==> config.mk <==
export PLATFORM = sky130hd
export DESIGN_NAME = julian_day_to_calendar_date_unit
export DESIGN_NICKNAME = d
export VERILOG_FILES = /design/src/sv/jdcd_pkg.sv /design/src/sv/julian_day_to_calendar_date_unit.sv
export SDC_FILE = /design/constraint.sdc
export NUM_CORES = 2
export LEC_CHECK = 0
export ABC_AREA = 0
export BUFFER_PORTS_ARGS = -buffer_cell sky130_fd_sc_hd__buf_4
export CORE_MARGIN = 1
export CORE_UTILIZATION = 30
export CTS_CLUSTER_DIAMETER = 200
export CTS_CLUSTER_SIZE = 25
export DETAILED_ROUTE_END_ITERATION = 8
export HOLD_SLACK_MARGIN = 0.06
export PLACE_DENSITY = 0.54
export SETUP_SLACK_MARGIN = 0.02
export SLEW_MARGIN = 20
export SYNTH_ARGS = -nofsm -noshare
export SYNTH_HDL_FRONTEND = slang
export SYNTH_SLANG_ARGS = --single-unit
==> constraint.sdc <==
create_clock -name i_clk -period 8.5 [get_ports i_clk]
set_clock_uncertainty 0.05 [all_clocks]
set_input_delay 0.85 -clock i_clk [delete_from_list [all_inputs] [get_ports i_clk]]
set_output_delay 0.85 -clock i_clk [all_outputs]
set_load 0.01 [all_outputs]
==> src/sv/jdcd_pkg.sv <==
// Constants and month table for the Julian day to calendar date unit.
package jdcd_pkg;

    localparam int JD_W    = 39;
    localparam int DAY_W   = 5;
    localparam int MONTH_W = 4;
    localparam int YEAR_W  = 30;
    localparam int DOY_W   = 9;
    localparam int MONTHS  = 12;

    // Pipeline depth from input register to result register inclusive
    localparam int LATENCY = 10;

    localparam logic [JD_W-1:0] JD_MAX      = 39'd365244221425;
    localparam logic [JD_W-1:0] GREG_START  = 39'd2299161;
    localparam logic [JD_W-1:0] GREG_OFFSET = 39'd1721426;

    localparam logic [17:0] CYC400_DAYS = 18'd146097;
    localparam logic [15:0] CYC100_DAYS = 16'd36524;
    localparam logic [10:0] CYC4_DAYS   = 11'd1461;
    localparam logic [8:0]  YEAR_DAYS   = 9'd365;
    localparam logic [8:0]  LEAP_DAYS   = 9'd366;

    // floor(2^42 / 146097), applied to d >> 8 with a 34 bit shift; low by at most one
    localparam logic [24:0] CYC400_RECIP = 25'd30103605;
    localparam int          CYC400_SHIFT = 34;
    // ceil(2^33 / 1461), exact for values below 2^22
    localparam logic [22:0] JUL_RECIP    = 23'd5879490;
    localparam int          JUL_SHIFT    = 33;
    // ceil(2^27 / 1461), exact for values below 36525
    localparam logic [16:0] CYC4_RECIP   = 17'd91868;
    localparam int          CYC4_SHIFT   = 27;

    // Julian day 0 falls in astronomical year -4712
    localparam logic [12:0] BC_PIVOT = 13'd4712;
    localparam logic [12:0] BC_FIRST = 13'd4713;

    localparam logic [29:0] YEARS_400 = 30'd400;
    localparam logic [29:0] YEARS_100 = 30'd100;

    // First day of year of month m (0 = January)
    function automatic logic [DOY_W-1:0] month_start(input logic [MONTH_W-1:0] m,
                                                     input logic leap);
        logic [DOY_W-1:0] s;
        unique case (m)
            4'd0:    s = 9'd0;
            4'd1:    s = 9'd31;
            4'd2:    s = 9'd59;
            4'd3:    s = 9'd90;
            4'd4:    s = 9'd120;
            4'd5:    s = 9'd151;
            4'd6:    s = 9'd181;
            4'd7:    s = 9'd212;
            4'd8:    s = 9'd243;
            4'd9:    s = 9'd273;
            4'd10:   s = 9'd304;
            4'd11:   s = 9'd334;
            default: s = 9'd0;
        endcase
        if (leap && m >= 4'd2) begin
            s = s + 9'd1;
        end
        return s;
    endfunction

endpackage

==> src/sv/julian_day_to_calendar_date_unit.sv <==
// Julian day number to calendar date converter, ten stage pipeline.
// The result strobe o_valid is the start transfer carried through the valid shift register r_vld.
// Throughput: one transfer per cycle; busy is held low and never stalls start.
// The 146097-day division is a reciprocal multiply plus one correction step,
// spread over stages 3 to 5; the rest are compares and constant multiplies.
// Reset (synchronous, active low) clears the valid pipeline only.
module julian_day_to_calendar_date_unit (
    input  logic                           i_clk,
    input  logic                           i_rst_n,
    input  logic                           start,
    output logic                           busy,
    input  logic [jdcd_pkg::JD_W-1:0]      i_julian_day,
    output logic                           o_valid,
    output logic [jdcd_pkg::DAY_W-1:0]     o_day_of_month,
    output logic [jdcd_pkg::MONTH_W-1:0]   o_month_number,
    output logic [jdcd_pkg::YEAR_W-1:0]    o_year_number,
    output logic                           o_before_christ
);

    localparam int LAT = jdcd_pkg::LATENCY;

    logic [LAT-1:0] r_vld;

    // stage 1
    logic [38:0] r_s1_jd;
    // stage 2
    logic [38:0] r_s2_d;
    logic [21:0] r_s2_rj;
    logic        r_s2_greg;
    logic [38:0] n_sat;
    // stage 3
    logic [21:0] r_s3_q0;
    logic [18:0] r_s3_dlo;
    logic [10:0] r_s3_rj;
    logic [10:0] r_s3_cj;
    logic        r_s3_greg;
    logic [55:0] n_gp;
    logic [44:0] n_jp;
    // stage 4
    logic [18:0] r_s4_rem0;
    logic [21:0] r_s4_q0;
    logic [10:0] r_s4_remj;
    logic [10:0] r_s4_cj;
    logic        r_s4_greg;
    logic [18:0] n_pq;
    logic [10:0] n_jprod;
    // stage 5
    logic [17:0] r_s5_d1;
    logic [21:0] r_s5_n400;
    logic [8:0]  r_s5_jdoy;
    logic [12:0] r_s5_jyear;
    logic        r_s5_jbc;
    logic        r_s5_jleap;
    logic        r_s5_greg;
    logic [17:0] n_d1;
    logic [21:0] n_n400;
    logic [1:0]  n_yi;
    logic [8:0]  n_jdoy;
    logic [12:0] n_t;
    logic        n_jbc;
    logic [12:0] n_jyear;
    // stage 6
    logic [15:0] r_s6_d2;
    logic [1:0]  r_s6_n100;
    logic [21:0] r_s6_n400;
    logic [8:0]  r_s6_jdoy;
    logic [12:0] r_s6_jyear;
    logic        r_s6_jbc;
    logic        r_s6_jleap;
    logic        r_s6_greg;
    logic [1:0]  n_n100;
    logic [15:0] n_d2;
    // stage 7
    logic [15:0] r_s7_d2;
    logic [4:0]  r_s7_n4;
    logic [1:0]  r_s7_n100;
    logic [21:0] r_s7_n400;
    logic [8:0]  r_s7_jdoy;
    logic [12:0] r_s7_jyear;
    logic        r_s7_jbc;
    logic        r_s7_jleap;
    logic        r_s7_greg;
    logic [32:0] n_n4p;
    // stage 8
    logic [10:0] r_s8_d3;
    logic [29:0] r_s8_yhi;
    logic [4:0]  r_s8_n4;
    logic [1:0]  r_s8_n100;
    logic [8:0]  r_s8_jdoy;
    logic [12:0] r_s8_jyear;
    logic        r_s8_jbc;
    logic        r_s8_jleap;
    logic        r_s8_greg;
    logic [10:0] n_d3;
    logic [29:0] n_yhi;
    // stage 9
    logic [8:0]  r_s9_doy;
    logic        r_s9_leap;
    logic [29:0] r_s9_year;
    logic        r_s9_bc;
    logic [1:0]  n_n1;
    logic [8:0]  n_gdoy;
    logic [29:0] n_gyear;
    logic        n_gleap;
    // result
    logic [4:0]  r_out_day;
    logic [3:0]  r_out_month;
    logic [29:0] r_out_year;
    logic        r_out_bc;
    logic [3:0]  n_month_idx;
    logic [4:0]  n_day;

    assign busy = 1'b0;

    always_ff @(posedge i_clk) begin
        if (!i_rst_n) begin
            r_vld <= '0;
        end else begin
            r_vld <= {r_vld[LAT-2:0], start & ~busy};
        end
    end

    // stage 1: capture
    always_ff @(posedge i_clk) begin
        r_s1_jd <= i_julian_day;
    end

    // stage 2: saturate, pick calendar, rebase to 1 January 1 AD (Gregorian)
    always_comb begin
        n_sat = (r_s1_jd > jdcd_pkg::JD_MAX) ? jdcd_pkg::JD_MAX : r_s1_jd;
    end

    always_ff @(posedge i_clk) begin
        r_s2_greg <= (n_sat >= jdcd_pkg::GREG_START);
        r_s2_d    <= n_sat - jdcd_pkg::GREG_OFFSET;
        r_s2_rj   <= n_sat[21:0];
    end

    // stage 3: reciprocal multiplies for the 400 year and Julian 4 year cycles
    assign n_gp = 56'(r_s2_d[38:8]) * 56'(jdcd_pkg::CYC400_RECIP);
    assign n_jp = 45'(r_s2_rj) * 45'(jdcd_pkg::JUL_RECIP);

    always_ff @(posedge i_clk) begin
        r_s3_q0   <= n_gp[jdcd_pkg::CYC400_SHIFT +: 22];
        r_s3_dlo  <= r_s2_d[18:0];
        r_s3_rj   <= r_s2_rj[10:0];
        r_s3_cj   <= n_jp[jdcd_pkg::JUL_SHIFT +: 11];
        r_s3_greg <= r_s2_greg;
    end

    // stage 4: remainders; both fit in their low bits, so only those are formed
    assign n_pq    = r_s3_q0[18:0] * 19'(jdcd_pkg::CYC400_DAYS);
    assign n_jprod = r_s3_cj * jdcd_pkg::CYC4_DAYS;

    always_ff @(posedge i_clk) begin
        r_s4_rem0 <= r_s3_dlo - n_pq;
        r_s4_q0   <= r_s3_q0;
        r_s4_remj <= r_s3_rj - n_jprod;
        r_s4_cj   <= r_s3_cj;
        r_s4_greg <= r_s3_greg;
    end

    // stage 5: correct the 400 year quotient; finish the Julian date
    always_comb begin
        if (r_s4_rem0 >= 19'(jdcd_pkg::CYC400_DAYS)) begin
            n_d1   = 18'(r_s4_rem0 - 19'(jdcd_pkg::CYC400_DAYS));
            n_n400 = r_s4_q0 + 22'd1;
        end else begin
            n_d1   = r_s4_rem0[17:0];
            n_n400 = r_s4_q0;
        end
        // Julian cycle starts with its leap year
        priority if (r_s4_remj >= 11'd1096) begin
            n_yi   = 2'd3;
            n_jdoy = 9'(r_s4_remj - 11'd1096);
        end else if (r_s4_remj >= 11'd731) begin
            n_yi   = 2'd2;
            n_jdoy = 9'(r_s4_remj - 11'd731);
        end else if (r_s4_remj >= 11'(jdcd_pkg::LEAP_DAYS)) begin
            n_yi   = 2'd1;
            n_jdoy = 9'(r_s4_remj - 11'(jdcd_pkg::LEAP_DAYS));
        end else begin
            n_yi   = 2'd0;
            n_jdoy = r_s4_remj[8:0];
        end
        n_t   = {r_s4_cj[10:0], 2'b00} + 13'(n_yi);
        // astronomical year zero and below are BC
        n_jbc = (n_t <= jdcd_pkg::BC_PIVOT);
        n_jyear = n_jbc ? (jdcd_pkg::BC_FIRST - n_t) : (n_t - jdcd_pkg::BC_PIVOT);
    end

    always_ff @(posedge i_clk) begin
        r_s5_d1    <= n_d1;
        r_s5_n400  <= n_n400;
        r_s5_jdoy  <= n_jdoy;
        r_s5_jyear <= n_jyear;
        r_s5_jbc   <= n_jbc;
        r_s5_jleap <= (n_yi == 2'd0);
        r_s5_greg  <= r_s4_greg;
    end

    // stage 6: centuries, last one of the cycle takes the extra day
    always_comb begin
        priority if (r_s5_d1 >= 18'd109572) begin
            n_n100 = 2'd3;
            n_d2   = 16'(r_s5_d1 - 18'd109572);
        end else if (r_s5_d1 >= 18'd73048) begin
            n_n100 = 2'd2;
            n_d2   = 16'(r_s5_d1 - 18'd73048);
        end else if (r_s5_d1 >= 18'(jdcd_pkg::CYC100_DAYS)) begin
            n_n100 = 2'd1;
            n_d2   = 16'(r_s5_d1 - 18'(jdcd_pkg::CYC100_DAYS));
        end else begin
            n_n100 = 2'd0;
            n_d2   = r_s5_d1[15:0];
        end
    end

    always_ff @(posedge i_clk) begin
        r_s6_d2    <= n_d2;
        r_s6_n100  <= n_n100;
        r_s6_n400  <= r_s5_n400;
        r_s6_jdoy  <= r_s5_jdoy;
        r_s6_jyear <= r_s5_jyear;
        r_s6_jbc   <= r_s5_jbc;
        r_s6_jleap <= r_s5_jleap;
        r_s6_greg  <= r_s5_greg;
    end

    // stage 7: four year cycles
    assign n_n4p = 33'(r_s6_d2) * 33'(jdcd_pkg::CYC4_RECIP);

    always_ff @(posedge i_clk) begin
        r_s7_d2    <= r_s6_d2;
        r_s7_n4    <= n_n4p[jdcd_pkg::CYC4_SHIFT +: 5];
        r_s7_n100  <= r_s6_n100;
        r_s7_n400  <= r_s6_n400;
        r_s7_jdoy  <= r_s6_jdoy;
        r_s7_jyear <= r_s6_jyear;
        r_s7_jbc   <= r_s6_jbc;
        r_s7_jleap <= r_s6_jleap;
        r_s7_greg  <= r_s6_greg;
    end

    // stage 8: day within the four year cycle, year base
    assign n_d3  = r_s7_d2[10:0] - (11'(r_s7_n4) * jdcd_pkg::CYC4_DAYS);
    assign n_yhi = (30'(r_s7_n400) * jdcd_pkg::YEARS_400)
                 + (30'(r_s7_n100) * jdcd_pkg::YEARS_100);

    always_ff @(posedge i_clk) begin
        r_s8_d3    <= n_d3;
        r_s8_yhi   <= n_yhi;
        r_s8_n4    <= r_s7_n4;
        r_s8_n100  <= r_s7_n100;
        r_s8_jdoy  <= r_s7_jdoy;
        r_s8_jyear <= r_s7_jyear;
        r_s8_jbc   <= r_s7_jbc;
        r_s8_jleap <= r_s7_jleap;
        r_s8_greg  <= r_s7_greg;
    end

    // stage 9: single years, leap rule, calendar select
    always_comb begin
        priority if (r_s8_d3 >= 11'd1095) begin
            n_n1 = 2'd3;
        end else if (r_s8_d3 >= 11'd730) begin
            n_n1 = 2'd2;
        end else if (r_s8_d3 >= 11'(jdcd_pkg::YEAR_DAYS)) begin
            n_n1 = 2'd1;
        end else begin
            n_n1 = 2'd0;
        end
        n_gdoy  = 9'(r_s8_d3 - (11'(n_n1) * 11'(jdcd_pkg::YEAR_DAYS)));
        n_gyear = r_s8_yhi + 30'({r_s8_n4, 2'b00}) + 30'(n_n1) + 30'd1;
        // year%4 == 0 only for the last year of a cycle; a century year is the
        // last cycle of a century, leap only in the fourth century
        n_gleap = (n_n1 == 2'd3) && ((r_s8_n4 != 5'd24) || (r_s8_n100 == 2'd3));
    end

    always_ff @(posedge i_clk) begin
        if (r_s8_greg) begin
            r_s9_doy  <= n_gdoy;
            r_s9_leap <= n_gleap;
            r_s9_year <= n_gyear;
            r_s9_bc   <= 1'b0;
        end else begin
            r_s9_doy  <= r_s8_jdoy;
            r_s9_leap <= r_s8_jleap;
            r_s9_year <= 30'(r_s8_jyear);
            r_s9_bc   <= r_s8_jbc;
        end
    end

    // result stage: month and day
    always_comb begin
        n_month_idx = '0;
        for (int m = 1; m < jdcd_pkg::MONTHS; m++) begin
            if (r_s9_doy >= jdcd_pkg::month_start(4'(m), r_s9_leap)) begin
                n_month_idx = 4'(m);
            end
        end
        n_day = 5'(r_s9_doy - jdcd_pkg::month_start(n_month_idx, r_s9_leap)) + 5'd1;
    end

    always_ff @(posedge i_clk) begin
        r_out_day   <= n_day;
        r_out_month <= n_month_idx + 4'd1;
        r_out_year  <= r_s9_year;
        r_out_bc    <= r_s9_bc;
    end

    assign o_valid         = r_vld[LAT-1];
    assign o_day_of_month  = r_out_day;
    assign o_month_number  = r_out_month;
    assign o_year_number   = r_out_year;
    assign o_before_christ = r_out_bc;

    a_lat_fwd: assert property (@(posedge i_clk) disable iff (!i_rst_n)
        start |-> ##10 o_valid)
        else $error("transfer without result strobe");

    a_lat_back: assert property (@(posedge i_clk) disable iff (!i_rst_n)
        o_valid |-> $past(start, 10))
        else $error("result strobe without transfer");

    a_cyc_rem: assert property (@(posedge i_clk) disable iff (!i_rst_n)
        (r_vld[4] && r_s5_greg) |-> (r_s5_d1 < 18'(jdcd_pkg::CYC400_DAYS)))
        else $error("400 year remainder out of range");

    a_date_ok: assert property (@(posedge i_clk) disable iff (!i_rst_n)
        o_valid |-> (o_month_number >= 4'd1 && o_month_number <= 4'd12
                     && o_day_of_month >= 5'd1 && o_year_number != 30'd0))
        else $error("date field out of range");

    a_bc_year: assert property (@(posedge i_clk) disable iff (!i_rst_n)
        (o_valid && o_before_christ) |-> (o_year_number <= 30'd4713))
        else $error("BC year beyond first year");

endmodule

# == Word-level counts from Yosys, hierarchy flattened ==
# Memories as Yosys holds them, arrays and structs flattened.
# Cells that the tools add are included.
# totals
romBits,144
elab_cells,168
inputBits,42
out_inout_bits,42
memories,1
reg_bits,588
# mem_list
memory,words,word_bits,rd,rd_clocked_by_memory_dff,wr,line,rtl
(name not given),16,9,1,0,0,jdcd_pkg.sv:45,unique case (m)
# op_classes
n_eq_ne,3
n_addsub,24
n_lt_le_gt_ge,25
n_reduce_logical,5
mux,43
multipliers,9
# op_table
cell,count
$mul A31 B25 Y56 const B,1
$mux W16,3
$mul A22 B22 Y43 const B,1
$ge A39 B22 Y1 const B,1
$gt A39 B39 Y1 const B,1
$mux W39,1
$sub A39 B21 Y39 const B,1
$ge A18 B17 Y1 const B,2
$ge A9 B8 Y1,4
$mux W9,4
$sub A16 B16 Y16 const B,2
$add A30 B1 Y30 const B,1
$add A30 B2 Y30,1
$add A30 B7 Y30,1
$add A30 B9 Y30,1
$mul A16 B15 Y30 const B,1
$mux W4,7
$ge A9 B9 Y1,3
$mul A22 B5 Y26 const B,1
$mux W13,2
$add A22 B1 Y22 const B,1
$ge A11 B10 Y1 const B,2
$ge A11 B11 Y1 const B,2
$ge A11 B9 Y1 const B,2
other kinds (38),63

# == Longest topological paths before layout ==
# depth
depth_word,17
ltp_mapped,24
mapped_depth_nobuf,24

# == Least setup slack after synthesis ==
# OpenSTA, ideal clock, no wires.
# synth_path
path_type,flip-flop to flip-flop
from,register r_s2_d[14]
to,register r_s3_q0[21]
synth_period_minus_slack_ps,6593
path_buffers,0
t_arrival_ps,6411
setup_time_ps,132
stages_incl_launch_ff,23
required_time_ps,8318
setup_slack_ps,1907
cell_sequence,dfxtp_1 > inv_1 > fa_1 > inv_1 > fa_1 > inv_1 > fa_1 > fa_1 > fa_1 > fa_1 > fa_1 > inv_1 > ha_1 > a211oi_1 > nor2_1 > a2111oi_0 > a21boi_0 > a31oi_1 > o21ai_0 > nand3_1 > nand3_1 > a2111oi_0 > nor3b_1
# synth_via
elab_chain_len,1
# synth_lines
item,line,rtl
start: declaration,julian_day_to_calendar_date_unit.sv:27,logic [38:0] r_s2_d;
start signal: assignment,julian_day_to_calendar_date_unit.sv:135,r_s2_d <= n_sat - jdcd_pkg::GREG_OFFSET;
$mul A31 B25 Y56,julian_day_to_calendar_date_unit.sv:140,assign n_gp = 56'(r_s2_d[38:8]) * 56'(jdcd_pkg::CYC400_RECIP);
via n_gp[55],julian_day_to_calendar_date_unit.sv:37,logic [55:0] n_gp;
end signal: assignment,julian_day_to_calendar_date_unit.sv:144,r_s3_q0 <= n_gp[jdcd_pkg::CYC400_SHIFT +: 22];
end: declaration,julian_day_to_calendar_date_unit.sv:32,logic [21:0] r_s3_q0;
# The timed path passes the listed nets, and every way through them passes these cells.
# A chain may end at the register's enable or synchronous reset.

# == Final worst setup path ==
# layout_path
from,register r_s2_d[19]
to,register r_s3_q0[21]
# Same word-level chain as after synthesis.

==> run summary <==
Status - complete, no violations
CP max stage cell - dfxtp_1
Mean Syn Cell Area - 10.3 um^2
Placed cell area - 0.0547 mm^2
Post-DP HPWL - 99900 um
Congestion Overflow GR - 0
Hold Path Class - in2reg
Number of global-route vias before repair - 35000
Routed WL - 115000 um
Post-CTS Setup Bufs - 0
Worst path arrival time - 7.90 ns
RSZ-0062 raised after global routing - false
Die Height - 416 um
Largest delay contributor family on the critical path - adder cells
Post-layout util - 32.7%
EDFF count, synth - 0
Hold endpoint - r_s1_jd[19]
Starting DRC count in detailed routing - 1415
Synth area leader - fa_1
# setup viols final - 0
Critical path fanouts, max - 7
Vias per std cell - 4.43
Num rows - 151
Post-synthesis sequential area ratio - 22.6%
Leading cell type by number of instances after synthesis - inv_1
CTS sink count - 582
Gr usage total - 13.6%
Placer congestion estimate - 0.890
# nets final - 6703
CTS tree - yes
CP endpoint kind - flip-flop
Final instance area - 0.0555 mm^2
Pins over their slew limit - 0
Hold depth - 1
Ys async rst share - 0%
Max Fclk - 135 MHz
Max-Cap Viols - 0
DRC violations left - 0
I/O Pins - 84
Fill count - 17300
H-tree depth - 1
Remaining antenna violation count after routing - 0
Final Cycle Share - 87.1%
First-pass GRT wire length - 188000 um
Crit path time final - 7.40 ns
RR Endpoint - r_s3_q0[21]
Fin. Hold Viols - 0
Setup TNS - 0 ns
RR Startpoint - r_s2_d[19]
CP bufs+invs - 4
Area contributors post-synth - fa_1, dfxtp_1, ha_1
CTS Buffer Depth - 3
TritonCTS Buffers - 27
Warnings, synthesis - 0
Worst Min Path Start - i_julian_day[19]
Post-Syn Instances - 4977
Slew HR - 30.1%
IO Port Bufs - 82
Initial antenna violation count - 4
Synth Flop Type - dfxtp_1
Worst setup SP type - flip-flop
Die area - 0.173 mm^2
Cts repair resizes - 0
Critical Path Max Stage Delay - 0.62 ns
Flop2flop setup slack - 1.10 ns
Core area - 0.170 mm^2
CTS hold repair buffers - 0
Post-synth top area share - 26.7%
CTS root buf - clkbuf_16
Via count - 32200
Cell breakdown of the critical path - inv_1 -> fa_1 -> inv_1 -> fa_1 -> inv_1 -> fa_1 -> fa_1 -> fa_1 -> fa_1 -> fa_1 -> inv_1 -> ha_1 -> a21oi_1 -> nand2_1 -> a2111oi_0 -> a21boi_0 -> a31oi_1 -> o21ai_0 -> nand3_1 -> nand3_1 -> a2111oi_0 -> nor3b_1
Unique cell type count in the Yosys netlist - 85
Worst-path clk slew - 0.12 ns
Footprint of the multi-input gates - 0.0352 mm^2
Clk Latency, worst-skew pair - 0.66 ns
Layout cells sized above 1 - 3.39%
Worst hold slack - 0.233 ns
Worst-Margin Slew - 1.04 ns
Synthesized area - 0.0515 mm^2
Area grow syn2layout - 7.82%
Synthesized Nets - 6633
Critical Path Most Common Cell - fa_1
Worst reg2reg path depth - 22
#FFs+latches synth - 582
Top post-synthesis cells by count - inv_1, ha_1, fa_1
Crit Path Class - reg2reg
Initial Utilization - 30.3%
FF+latch area - 0.0117 mm^2
First-pass DRT Iterations - 5
Avg WL per Cell - 15.9 um
Largest net degree at the start of global routing - 53
Die width - 416 um
Worst EP required - 8.99 ns
cells in the final DEF (no fill, tap or decap), types with 8 or more instances in the layout:
| cell | count |
|---|---|
| nor4_1 | 15 |
| nand2_1 | 162 |
| or3_1 | 21 |
| nand4_1 | 26 |
| a221oi_1 | 9 |
| dfxtp_1 | 581 |
| xor2_1 | 103 |
| and2_1 | 39 |
| a31o_2 | 8 |
| inv_1 | 1191 |
| clkbuf_16 | 27 |
| o211ai_1 | 16 |
| nor2_1 | 157 |
| nor2b_1 | 23 |
| buf_4 | 89 |
| nor3_1 | 60 |
| ha_1 | 929 |
| and3_1 | 22 |
| mux2_2 | 19 |
| a21oi_1 | 154 |
| a311oi_1 | 8 |
| o21ai_0 | 108 |
| a211o_1 | 10 |
| fa_1 | 685 |
| o21bai_1 | 17 |
| nand2b_1 | 36 |
| xnor2_1 | 199 |
| nand3_1 | 66 |
| a21o_1 | 62 |
| o21ai_1 | 9 |
| a211oi_1 | 17 |
| a31oi_1 | 17 |
| o21a_1 | 37 |
cell type report:
type                       instances  area share, %
antenna                            3         0.0135
timing repair buffer              89           1.20
clock inverter                     4          0.122
sequential                       582           21.0
clock buffer                      28           1.22
multi-input combinational       3156           63.4
inverter                        1191           8.06
tap                             2218           5.00
metal layers:
layer	GRT usage (%)	up-vias	part of all wire, %
met5	0	-	0
met2	23.1	457	47
met3	1.81	106	3.6
met4	3.10	0	2.4
li1	-	15900	-
met1	18.3	15700	47
sequential cells by signal, indices dropped and copies added, names as in the netlist, 19 cells and up:
name and flops:
r_s7_n400 22, r_s8_yhi 27, r_s6_n400 22, r_s2_d 38
r_s4_q0 22, r_s5_n400 22, r_s1_jd 39, r_s3_q0 22
r_s4_rem0 19, r_s2_rj 22, o_year_number 30, r_s9_year 30
cells by family after synthesis:
logic type / synth area share, %
AO/OA/AOI/OAI: 6.80
flip-flops: 22.6
AND/OR/NAND/NOR: 6.60
XOR/XNOR: 5.14
buffers and inverters: 9.06
other: 0.00729
adder cells (fa/ha/maj): 49.2
multiplexers: 0.513
worst register-to-register path: stages, from the launching register on:
cell and delay [ns]:
dfxtp_1 0.62, inv_1 0.23, fa_1 0.57, inv_1 0.05, fa_1 0.50, inv_1 0.06, fa_1 0.52, fa_1 0.53
fa_1 0.52, fa_1 0.52, fa_1 0.56, inv_1 0.05, ha_1 0.38, a21oi_1 0.18, nand2_1 0.07, a2111oi_0 0.47
a21boi_0 0.15, a31oi_1 0.34, o21ai_0 0.17, nand3_1 0.14, nand3_1 0.14, a2111oi_0 0.39, nor3b_1 0.10
through the flow:
stage,cells,setup WS [ns]
after floorplan,4977,1.91
after CTS,7268,1.11
after global placement,7236,1.30
after detailed placement,7236,1.15
after global routing,7270,0.615
final,7271,1.10
how the worst max path moves through the flow:
| stage | end | cells after the start | startpoint |
|---|---|---|---|
| after global routing | r_s3_q0[21] | 22 | r_s2_d[15] |
| after CTS | r_s3_q0[21] | 22 | r_s2_d[15] |
| final | r_s3_q0[21] | 22 | r_s2_d[19] |
| after floorplan | r_s3_q0[21] | 22 | r_s2_d[14] |
| after global placement | r_s3_q0[21] | 22 | r_s2_d[19] |
| after detailed placement | r_s3_q0[21] | 22 | r_s2_d[15] |
Power is not shown: default switching activity piles up to over one toggle a cycle in this logic, so the estimate is an artifact.
